--- src/rtl/sqmm_pkg.sv ---
// Shared constants for the square matrix multiplier.
`default_nettype none
package sqmm_pkg;

  // Action codes of an input transaction
  localparam logic [1:0] ACT_LOAD_LEFT  = 2'd0;
  localparam logic [1:0] ACT_LOAD_RIGHT = 2'd1;
  localparam logic [1:0] ACT_COMPUTE    = 2'd2;

  // Matrix geometry and number format
  localparam int DIM_DEFAULT = 4;
  localparam int DATA_W      = 32;
  localparam int FRAC_W      = 16;
  localparam int INDEX_W     = 2;

endpackage
`default_nettype wire

--- src/rtl/square_matrix_multiply.sv ---
// Square matrix multiplier: two element stores, a multiply-accumulate sequencer and output register.
//
// Multiplies two DIM x DIM signed Q16.16 matrices. Load transactions write one element of the
// left or right store; an unused action code is taken and dropped. A compute transaction emits
// DIM*DIM results in row-major order, the last one flagged; each result is the full-width dot
// product shifted right by 16 (floor) and saturated to 32 bits. Each result passes through DIM
// reads of the two stores (one element pair per cycle), a registered read, one multiply stage
// and the final accumulate into the output register; a new result starts only when the last is
// done. Input is stalled while a compute runs. Store entries must be written before a compute
// reads them.
`default_nettype none
module square_matrix_multiply #(
  parameter int DIM = sqmm_pkg::DIM_DEFAULT
) (
  input  wire logic                              clk,
  input  wire logic                              rst,
  // input channel
  input  wire logic                              in_valid,
  output logic                                   in_stall,
  input  wire logic [1:0]                        action,
  input  wire logic [sqmm_pkg::INDEX_W-1:0]      row_index,
  input  wire logic [sqmm_pkg::INDEX_W-1:0]      col_index,
  input  wire logic signed [sqmm_pkg::DATA_W-1:0] element_value,
  // output channel
  output logic                                   out_valid,
  input  wire logic                              out_stall,
  output logic [sqmm_pkg::INDEX_W-1:0]           out_row,
  output logic [sqmm_pkg::INDEX_W-1:0]           out_col,
  output logic signed [sqmm_pkg::DATA_W-1:0]     product_value,
  output logic                                   last_of_run
);

  localparam int IDX_W   = (DIM > 1) ? $clog2(DIM) : 1;
  localparam int ADR_W   = 2 * IDX_W;
  localparam int DEPTH   = 1 << ADR_W;
  localparam int EXT_W   = IDX_W + sqmm_pkg::INDEX_W;
  localparam int PROD_W  = 2 * sqmm_pkg::DATA_W;
  localparam int ACC_W   = PROD_W + IDX_W + 1;
  localparam int TOP_LSB = sqmm_pkg::FRAC_W + sqmm_pkg::DATA_W - 1;
  localparam logic [IDX_W-1:0] LAST_IDX = IDX_W'(DIM - 1);

  localparam logic ST_IDLE = 1'b0;
  localparam logic ST_RUN  = 1'b1;

  // element stores
  logic [sqmm_pkg::DATA_W-1:0] left_mem  [DEPTH];
  logic [sqmm_pkg::DATA_W-1:0] right_mem [DEPTH];

  logic             state;
  logic [IDX_W-1:0] row_cnt;
  logic [IDX_W-1:0] col_cnt;
  logic [IDX_W-1:0] k_cnt;
  logic             issuing;
  logic             entry_busy;

  logic                               rd_valid, rd_first, rd_last;
  logic signed [sqmm_pkg::DATA_W-1:0] left_rd, right_rd;
  logic                               mul_valid, mul_first, mul_last;
  logic signed [PROD_W-1:0]           prod;
  logic signed [ACC_W-1:0]            acc;
  logic signed [ACC_W-1:0]            acc_sum;
  logic [ACC_W-TOP_LSB-1:0]           sum_top;
  logic [sqmm_pkg::DATA_W-1:0]        sat_value;

  logic             in_take;
  logic [EXT_W-1:0] row_ext, col_ext;
  logic             load_in_range;
  logic [ADR_W-1:0] load_addr;
  logic             start_entry;
  logic             result_done;
  logic             last_entry;
  logic [EXT_W-1:0] row_out_ext, col_out_ext;

  // accept input only between computes
  assign in_stall = (state != ST_IDLE);
  assign in_take  = in_valid && !in_stall;

  // decode load address and range
  assign row_ext       = {{IDX_W{1'b0}}, row_index};
  assign col_ext       = {{IDX_W{1'b0}}, col_index};
  assign load_in_range = (row_ext < EXT_W'(DIM)) && (col_ext < EXT_W'(DIM));
  assign load_addr     = {row_ext[IDX_W-1:0], col_ext[IDX_W-1:0]};

  // write the stores
  always_ff @(posedge clk) begin
    if (in_take && load_in_range) begin
      if (action == sqmm_pkg::ACT_LOAD_LEFT) begin
        left_mem[load_addr] <= element_value;
      end
      if (action == sqmm_pkg::ACT_LOAD_RIGHT) begin
        right_mem[load_addr] <= element_value;
      end
    end
  end

  // read one element pair per issue cycle
  always_ff @(posedge clk) begin
    if (issuing) begin
      left_rd  <= left_mem[{row_cnt, k_cnt}];
      right_rd <= right_mem[{k_cnt, col_cnt}];
    end
  end

  // start an entry once the output register is free or draining
  assign start_entry = (state == ST_RUN) && !entry_busy && (!out_valid || !out_stall);
  assign result_done = mul_valid && mul_last;
  assign last_entry  = (row_cnt == LAST_IDX) && (col_cnt == LAST_IDX);

  // sequencer
  always_ff @(posedge clk) begin
    if (rst) begin
      state      <= ST_IDLE;
      row_cnt    <= '0;
      col_cnt    <= '0;
      k_cnt      <= '0;
      issuing    <= 1'b0;
      entry_busy <= 1'b0;
    end else begin
      unique case (state)
        ST_IDLE: begin
          if (in_take && action == sqmm_pkg::ACT_COMPUTE) begin
            state   <= ST_RUN;
            row_cnt <= '0;
            col_cnt <= '0;
          end
        end
        ST_RUN: begin
          if (start_entry) begin
            entry_busy <= 1'b1;
            issuing    <= 1'b1;
            k_cnt      <= '0;
          end
          if (issuing) begin
            k_cnt <= k_cnt + IDX_W'(1);
            if (k_cnt == LAST_IDX) begin
              issuing <= 1'b0;
            end
          end
          if (result_done) begin
            entry_busy <= 1'b0;
            if (col_cnt == LAST_IDX) begin
              col_cnt <= '0;
              row_cnt <= row_cnt + IDX_W'(1);
            end else begin
              col_cnt <= col_cnt + IDX_W'(1);
            end
            if (last_entry) begin
              state <= ST_IDLE;
            end
          end
        end
        default: state <= ST_IDLE;
      endcase
    end
  end

  // advance the pipeline valid flags
  always_ff @(posedge clk) begin
    if (rst) begin
      rd_valid  <= 1'b0;
      mul_valid <= 1'b0;
    end else begin
      rd_valid  <= issuing;
      mul_valid <= rd_valid;
    end
  end

  // carry first and last markers along with the data
  always_ff @(posedge clk) begin
    rd_first  <= (k_cnt == '0);
    rd_last   <= (k_cnt == LAST_IDX);
    mul_first <= rd_first;
    mul_last  <= rd_last;
  end

  // multiply stage
  always_ff @(posedge clk) begin
    if (rd_valid) begin
      prod <= left_rd * right_rd;
    end
  end

  // accumulate at full width
  assign acc_sum = (mul_first ? '0 : acc) + ACC_W'(prod);

  always_ff @(posedge clk) begin
    if (mul_valid) begin
      acc <= acc_sum;
    end
  end

  // floor shift by the fraction width and saturate
  assign sum_top = acc_sum[ACC_W-1:TOP_LSB];
  always_comb begin
    if ((&sum_top) || !(|sum_top)) begin
      sat_value = acc_sum[TOP_LSB:sqmm_pkg::FRAC_W];
    end else if (acc_sum[ACC_W-1]) begin
      sat_value = {1'b1, {(sqmm_pkg::DATA_W-1){1'b0}}};
    end else begin
      sat_value = {1'b0, {(sqmm_pkg::DATA_W-1){1'b1}}};
    end
  end

  assign row_out_ext = {{sqmm_pkg::INDEX_W{1'b0}}, row_cnt};
  assign col_out_ext = {{sqmm_pkg::INDEX_W{1'b0}}, col_cnt};

  // output register: hold while stalled, load a finished entry
  always_ff @(posedge clk) begin
    if (rst) begin
      out_valid <= 1'b0;
    end else if (result_done) begin
      out_valid <= 1'b1;
    end else if (!out_stall) begin
      out_valid <= 1'b0;
    end
  end

  always_ff @(posedge clk) begin
    if (result_done) begin
      out_row       <= row_out_ext[sqmm_pkg::INDEX_W-1:0];
      out_col       <= col_out_ext[sqmm_pkg::INDEX_W-1:0];
      product_value <= sat_value;
      last_of_run   <= last_entry;
    end
  end

endmodule
`default_nettype wire
--- config.mk ---
export PLATFORM = sky130hd
export DESIGN_NAME = square_matrix_multiply
export DESIGN_NICKNAME = d
export VERILOG_FILES = /design/src/rtl/sqmm_pkg.sv /design/src/rtl/square_matrix_multiply.sv
export SDC_FILE = /design/constraint.sdc
export NUM_CORES = 2
export LEC_CHECK = 0
export BUFFER_PORTS_ARGS = -buffer_cell sky130_fd_sc_hd__buf_2
export CAP_MARGIN = 10
export CORE_AREA = 2 2 365 367
export CTS_BUF_LIST = sky130_fd_sc_hd__clkbuf_4 sky130_fd_sc_hd__clkbuf_8
export CTS_CLUSTER_DIAMETER = 30
export DETAILED_ROUTE_END_ITERATION = 8
export DIE_AREA = 0 0 367 369
export PLACE_DENSITY = 0.81
export SLEW_MARGIN = 10
export SYNTH_ARGS = -nofsm -noshare
export SYNTH_HDL_FRONTEND = slang
export SYNTH_SLANG_ARGS = --single-unit
export TNS_END_PERCENT = 50
--- constraint.sdc ---
create_clock -name clk -period 11.35 [get_ports clk]
set_clock_uncertainty 0.2 [all_clocks]
set_input_delay 0.5675 -clock clk [delete_from_list [all_inputs] [get_ports clk]]
set_output_delay 0.5675 -clock clk [all_outputs]
set_load 0.005 [all_outputs]
Word level (Yosys, flattened, before mapping). Memories as Yosys holds them, arrays and structs flattened. A register that Yosys moved wholly into a read port is not among the register bits. Index checks and enable logic that the tools add are counted.

Register bits after elaboration: 184. Output and inout bits: 39. Memories kept: 2. Bits of input ports: 42. Memory bits (writable): 1024. Logic and storage cells: 92.

Bitwise operators: 1. Equality and inequality tests: 9. Magnitude comparators: 2. Add/sub/neg operators: 4. $mul: 1. Multiplexer cells: 29. Reduce and logical (&&, ||, !) cells: 25.

Memory list: left_mem (words 16, bits a word 32, rd ports 1, clocked after Yosys merged registers in 1, write ports 1, line square_matrix_multiply.sv:46) `logic [sqmm_pkg::DATA_W-1:0] left_mem [DEPTH];`; right_mem (words 16, bits a word 32, rd ports 1, clocked after Yosys merged registers in 1, write ports 1, line square_matrix_multiply.sv:47) `logic [sqmm_pkg::DATA_W-1:0] right_mem [DEPTH];`.

Operator list (count): $add A67 B67 Y67 (1); $mux W67 (1); $mul A32 B32 Y64 (1); $mux W32 (2); $reduce_and A20 Y1 (1); $reduce_or A20 Y1 (1); $mux W1 (16); $mux W2 (7); $eq A2 B2 Y1 const B (4); $logic_and A1 B1 Y1 (8); $pmux W2 S2 (2); $add A2 B1 Y2 const B (3); $lt A2 B3 Y1 const B (2); $ne A2 B1 Y1 const B (3); $reduce_and A2 Y1 (3); $logic_not A1 Y1 (5); $logic_not A2 Y1 (2); $reduce_bool A2 Y1 (2); $reduce_and A3 Y1 (1); $eq A2 B1 Y1 const B (1); $logic_or A1 B1 Y1 (2); $ne A2 B2 Y1 const B (1); $pmux W1 S2 (1); $not A1 Y1 (1).

Logic depth before layout (Yosys ltp).
Word-level depth: 6. Mapped depth: 29. Mapped depth without buffers: 28.

Worst setup path before layout. Ideal clock, no wire load.

Kind: register -> register. From: register left_rd[31] (netlist name) (read register of left_mem). To: register prod[63], data pin. Setup time: 260 ps. Path slack: 2878 ps. Data required time: 10890 ps. Buffers on the path: 1. Arrival time: 8012 ps. Stages on the path, launching flop included: 26. Clock period less this slack: 8472 ps. Cells stage by stage: edfxtp_1 clkbuf_1 nand2_1 inv_1 fa_1 fa_1 fa_1 inv_1 fa_1 inv_1 fa_1 fa_1 inv_1 fa_1 inv_1 fa_1 ha_1 nand3_1 nor2_1 a221o_1 a221oi_1 a21boi_1 o21ai_0 or4_1 a21oi_1 xnor2_1.

Cells in the longest elaborated chain, start to end: 1.

Ends and longest elaborated chain: from (decl) (line square_matrix_multiply.sv:57) `logic signed [sqmm_pkg::DATA_W-1:0] left_rd, right_rd;`; $mul A32 B32 Y64 (line square_matrix_multiply.sv:179) `prod <= left_rd * right_rd;`; to (signal assigned) (line square_matrix_multiply.sv:179); to (decl) (line square_matrix_multiply.sv:59) `logic signed [PROD_W-1:0] prod;`.

No other way between the ends. A chain may end at the register's enable or synchronous reset.

Worst setup path in the final report.
From: register right_rd[3] (netlist name) (read register of right_mem). To: register prod[63], data pin.

Cells in the longest elaborated chain, start to end: 1.

Ends and longest elaborated chain (line): from (decl) (square_matrix_multiply.sv:57); $mul A32 B32 Y64 (square_matrix_multiply.sv:179).

No other way between the ends.

==> impl_results.md <==
* Status: finished, final reports clean
* Core Region at 131000 µm²
* H-tree depth at 4
* Final net count at 7921
* Clock latency on the worst-skew pair at 0.99 ns
* GR Util All Layers at 0.337
* Worst slew pin tran at about 1.3 ns
* GR Layer Usage met3 at 0.0910
* Sinks on the clock net at between 1k and 1.5k
* Die height at 369 µm
* Worst setup EP type: flop
* First-pass GRT wire length at 340 mm
* Fin crit period at 9.46 ns
* Buffers added on ports at 80
* Initial cell density of the core at 0.667
* Worst-path clk slew at 0.07 ns
* Worst EP required at 11.85 ns
* Final setup viols at 0
* Worst stage delay on the critical path at 1.20 ns
* Main combinational cell family by area after synthesis: adder cells
* Worst EP arrival at about 10 ns
* Num CTS Buffers at 227
* I/O Pins at 81
* Number of flops mapped to enable cells by yosys at 1256
* Worst path slowest cell: edfxtp_1
* Syn Area/Cell at 13.7 µm²
* Synth Register Bits at 1272
* Fin crit share at 0.834
* Syn Nets at 7783
* Vias in the first global route at 57.5k
* WL/cell at 25.9 µm
* Hold Vio Cnt, Final at 0
* Placed insts at 8031
* Die area at 135000 µm²
* Residual DRC at 0
* Share of cells above drive strength 1 at 0.151
* Vias at 52.6k
* RSZ-0062 raised after global routing: false
* Critical path type: reg2reg
* CTS tree: yes
* Largest cells by area after synthesis: edfxtp_1, fa_1, mux4_2
* CTS root buffer: clkbuf_8
* Pin count of the biggest net entering global routing at 97
* Post-synth ARST share at 0
* Worst Setup Start Kind: flop
* Synth Flop Type: edfxtp_1
* Post-Syn Area at about 87000 µm²
* Syn Inst Count at 6404
* Cell Rows at ~130
* Worst-path fanout max at 32
* Adder-Cell Fraction of Synth Area at 0.284
* Synth top area share at 0.431
* Fmax at between 100 and 150 MHz
* DR pass1 iterations at 6
* Register area share after synthesis at 0.435
* GPL Wtd Cong at 0.967
* Synth warn at 0
* CP cell instances: and2_1 > fa_1 > fa_1 > fa_1 > buf_4 > inv_1 > fa_1 > inv_1 > fa_1 > fa_1 > inv_1 > fa_1 > inv_1 > fa_1 > ha_1 > nand3_1 > nor2_1 > a221o_1 > a221oi_1 > a21boi_1 > o21ai_0 > or4_1 > a21oi_1 > xnor2_1
* Max Slew Vio Count at 0
* Max Cap Viol at 0
* DRT antenna net count at 0
* Type of the worst min-delay path: reg2reg
* Initial antenna violation count at 9
* Area growth syn-to-layout at 9.05%
* Post-synthesis compound-gate area fraction at 0.0356
* Die X at 367 µm
* Detailed placer's ending HPWL at 145 mm
* Starting DRT DRC Count at 5693
* Max-Slew Margin vs Limit at 0.100
* WL final at 220 mm
* Post-synthesis xor/xnor area fraction at 0.0128
* Count of cell types in the netlist at a little under 100
* Vias per cell at 6.19
* Setup TNS Final at 0 ns
* Global route hottest layer: met2
* Grt total ovfl at 0
* Mux contribution to synthesized area at 0.0827
* Post_cts resized at 0
* Largest area contributor in the netlist: edfxtp_1
* Most used cell, CP: fa_1
* Synth Area in Simple Gates at 0.0896
* Grt met1 use at 0.434
* Post-Layout Cell Count at about 8.5k
* CTS Buffer Depth at 3
* GR Util met2 at 0.546
kinds of logic (layout without fill, tap and decap cells):
family,after synthesis,count (layout)
mux,322,322
compound gates,459,459
buf+inv,1368,1703
other cells,0,7
xor+xnor,126,126
flops,1272,1272
simple gates,1520,1520
fa+ha+maj,1337,1337
Yosys cell counts (all sizes together) (105+ instances only):
cell,count
a21oi,138
and2,540
clkbuf,276
edfxtp,1256
fa,1083
ha,254
inv,1048
mux4,320
nand2,576
nor2,108
nor2b,109
o21ai,105
final timing paths:
| check | startpoint | end | slack (ns) | cells after the start |
|---|---|---|---|---|
| setup / recovery | right_rd[3]$_DFFE_PP_ | prod[63]$_DFFE_PP_ | 1.89 | 24 |
| setup reg to reg | right_rd[3]$_DFFE_PP_ | prod[63]$_DFFE_PP_ | 1.89 | 24 |
| hold reg to reg | rd_first$_DFF_P_ | mul_first$_DFF_P_ | 0.14 | 0 |
| hold / removal | rd_first$_DFF_P_ | mul_first$_DFF_P_ | 0.14 | 0 |
layout by cell type (no fill, tap or decap), types with 12 or more instances in the layout:
cell / n
a21o_1: 63
a21oi_1: 138
a31oi_1: 12
and2_1: 538
and3_1: 19
buf_2: 80
buf_4: 111
bufinv_16: 18
clkbuf_4: 52
clkbuf_8: 237
clkinv_1: 30
clkinv_2: 32
clkinvlp_4: 15
dlygate4sd3_1: 37
edfxtp_1: 1256
fa_1: 1083
ha_1: 254
inv_1: 1046
inv_6: 16
mux4_2: 320
nand2_1: 575
nand2b_1: 25
nand3_1: 38
nand4_1: 28
nor2_1: 76
nor2_4: 32
nor2b_1: 109
nor3_1: 20
o211ai_1: 16
o21a_1: 19
o21ai_0: 72
o21ai_2: 30
o21bai_1: 19
xnor2_1: 84
xor2_1: 40
registers in the layout, summed over array words and instances, names as in the netlist, 2 cells and up:
register and cells:
acc 67, col_cnt 2, k_cnt 2, left_mem 512
left_rd 32, out_col 2, out_row 2, prod 64
product_value 32, right_mem 512, right_rd 32, row_cnt 2
layer usage:
metal / vias up / part of all wire
met5: - / 0.00025
met4: 8 / 0.047
met3: 769 / 0.11
met2: 3396 / 0.48
met1: 26700 / 0.36
li1: 21700 / -
through the flow:
stage               setup WS [ns]  instance area (µm²)   util  hold WS (ns)
floorplan                    2.88                87400      -         0.110
global placement             2.09                89900  0.685         0.112
detailed placement           1.98                89900  0.685         0.126
CTS                          1.97                95300  0.727        0.0219
global route                 1.47                95400  0.727         0.135
finish                       1.89                95400  0.727         0.138
worst max-delay path: cells and delay by family, from the launching register on:
kind,cells,cell delay [ns]
adders and majority gates,9,4.48
buffers and inverters,5,1.00
DFF,1,1.20
and+or+nand+nor,4,1.02
xor gates and xnor gates,1,0.08
AOI/OAI and AO/OA,5,1.24
final cells by class:
| type | count | area, µm² |
|---|---|---|
| clock inverter | 137 | 1460 |
| timing repair buffer | 229 | 1620 |
| sequential | 1272 | 38100 |
| antenna | 7 | 17.5 |
| fill | 8198 | 35800 |
| clock buffer | 289 | 3650 |
| tap | 1755 | 2200 |
| inverter | 1048 | 3930 |
| multi-input combinational | 3764 | 44400 |
what timing repair did:
| action | in CTS | in global routing |
|---|---|---|
| endpoints found under the hold margin | 1036 | 0 |
| hold buffers | 37 | 0 |
| setup buffers | 0 | 0 |
Power is left out: the tool's default activity adds up to more than one toggle a clock period on the data nets, which glitch-free logic cannot reach.
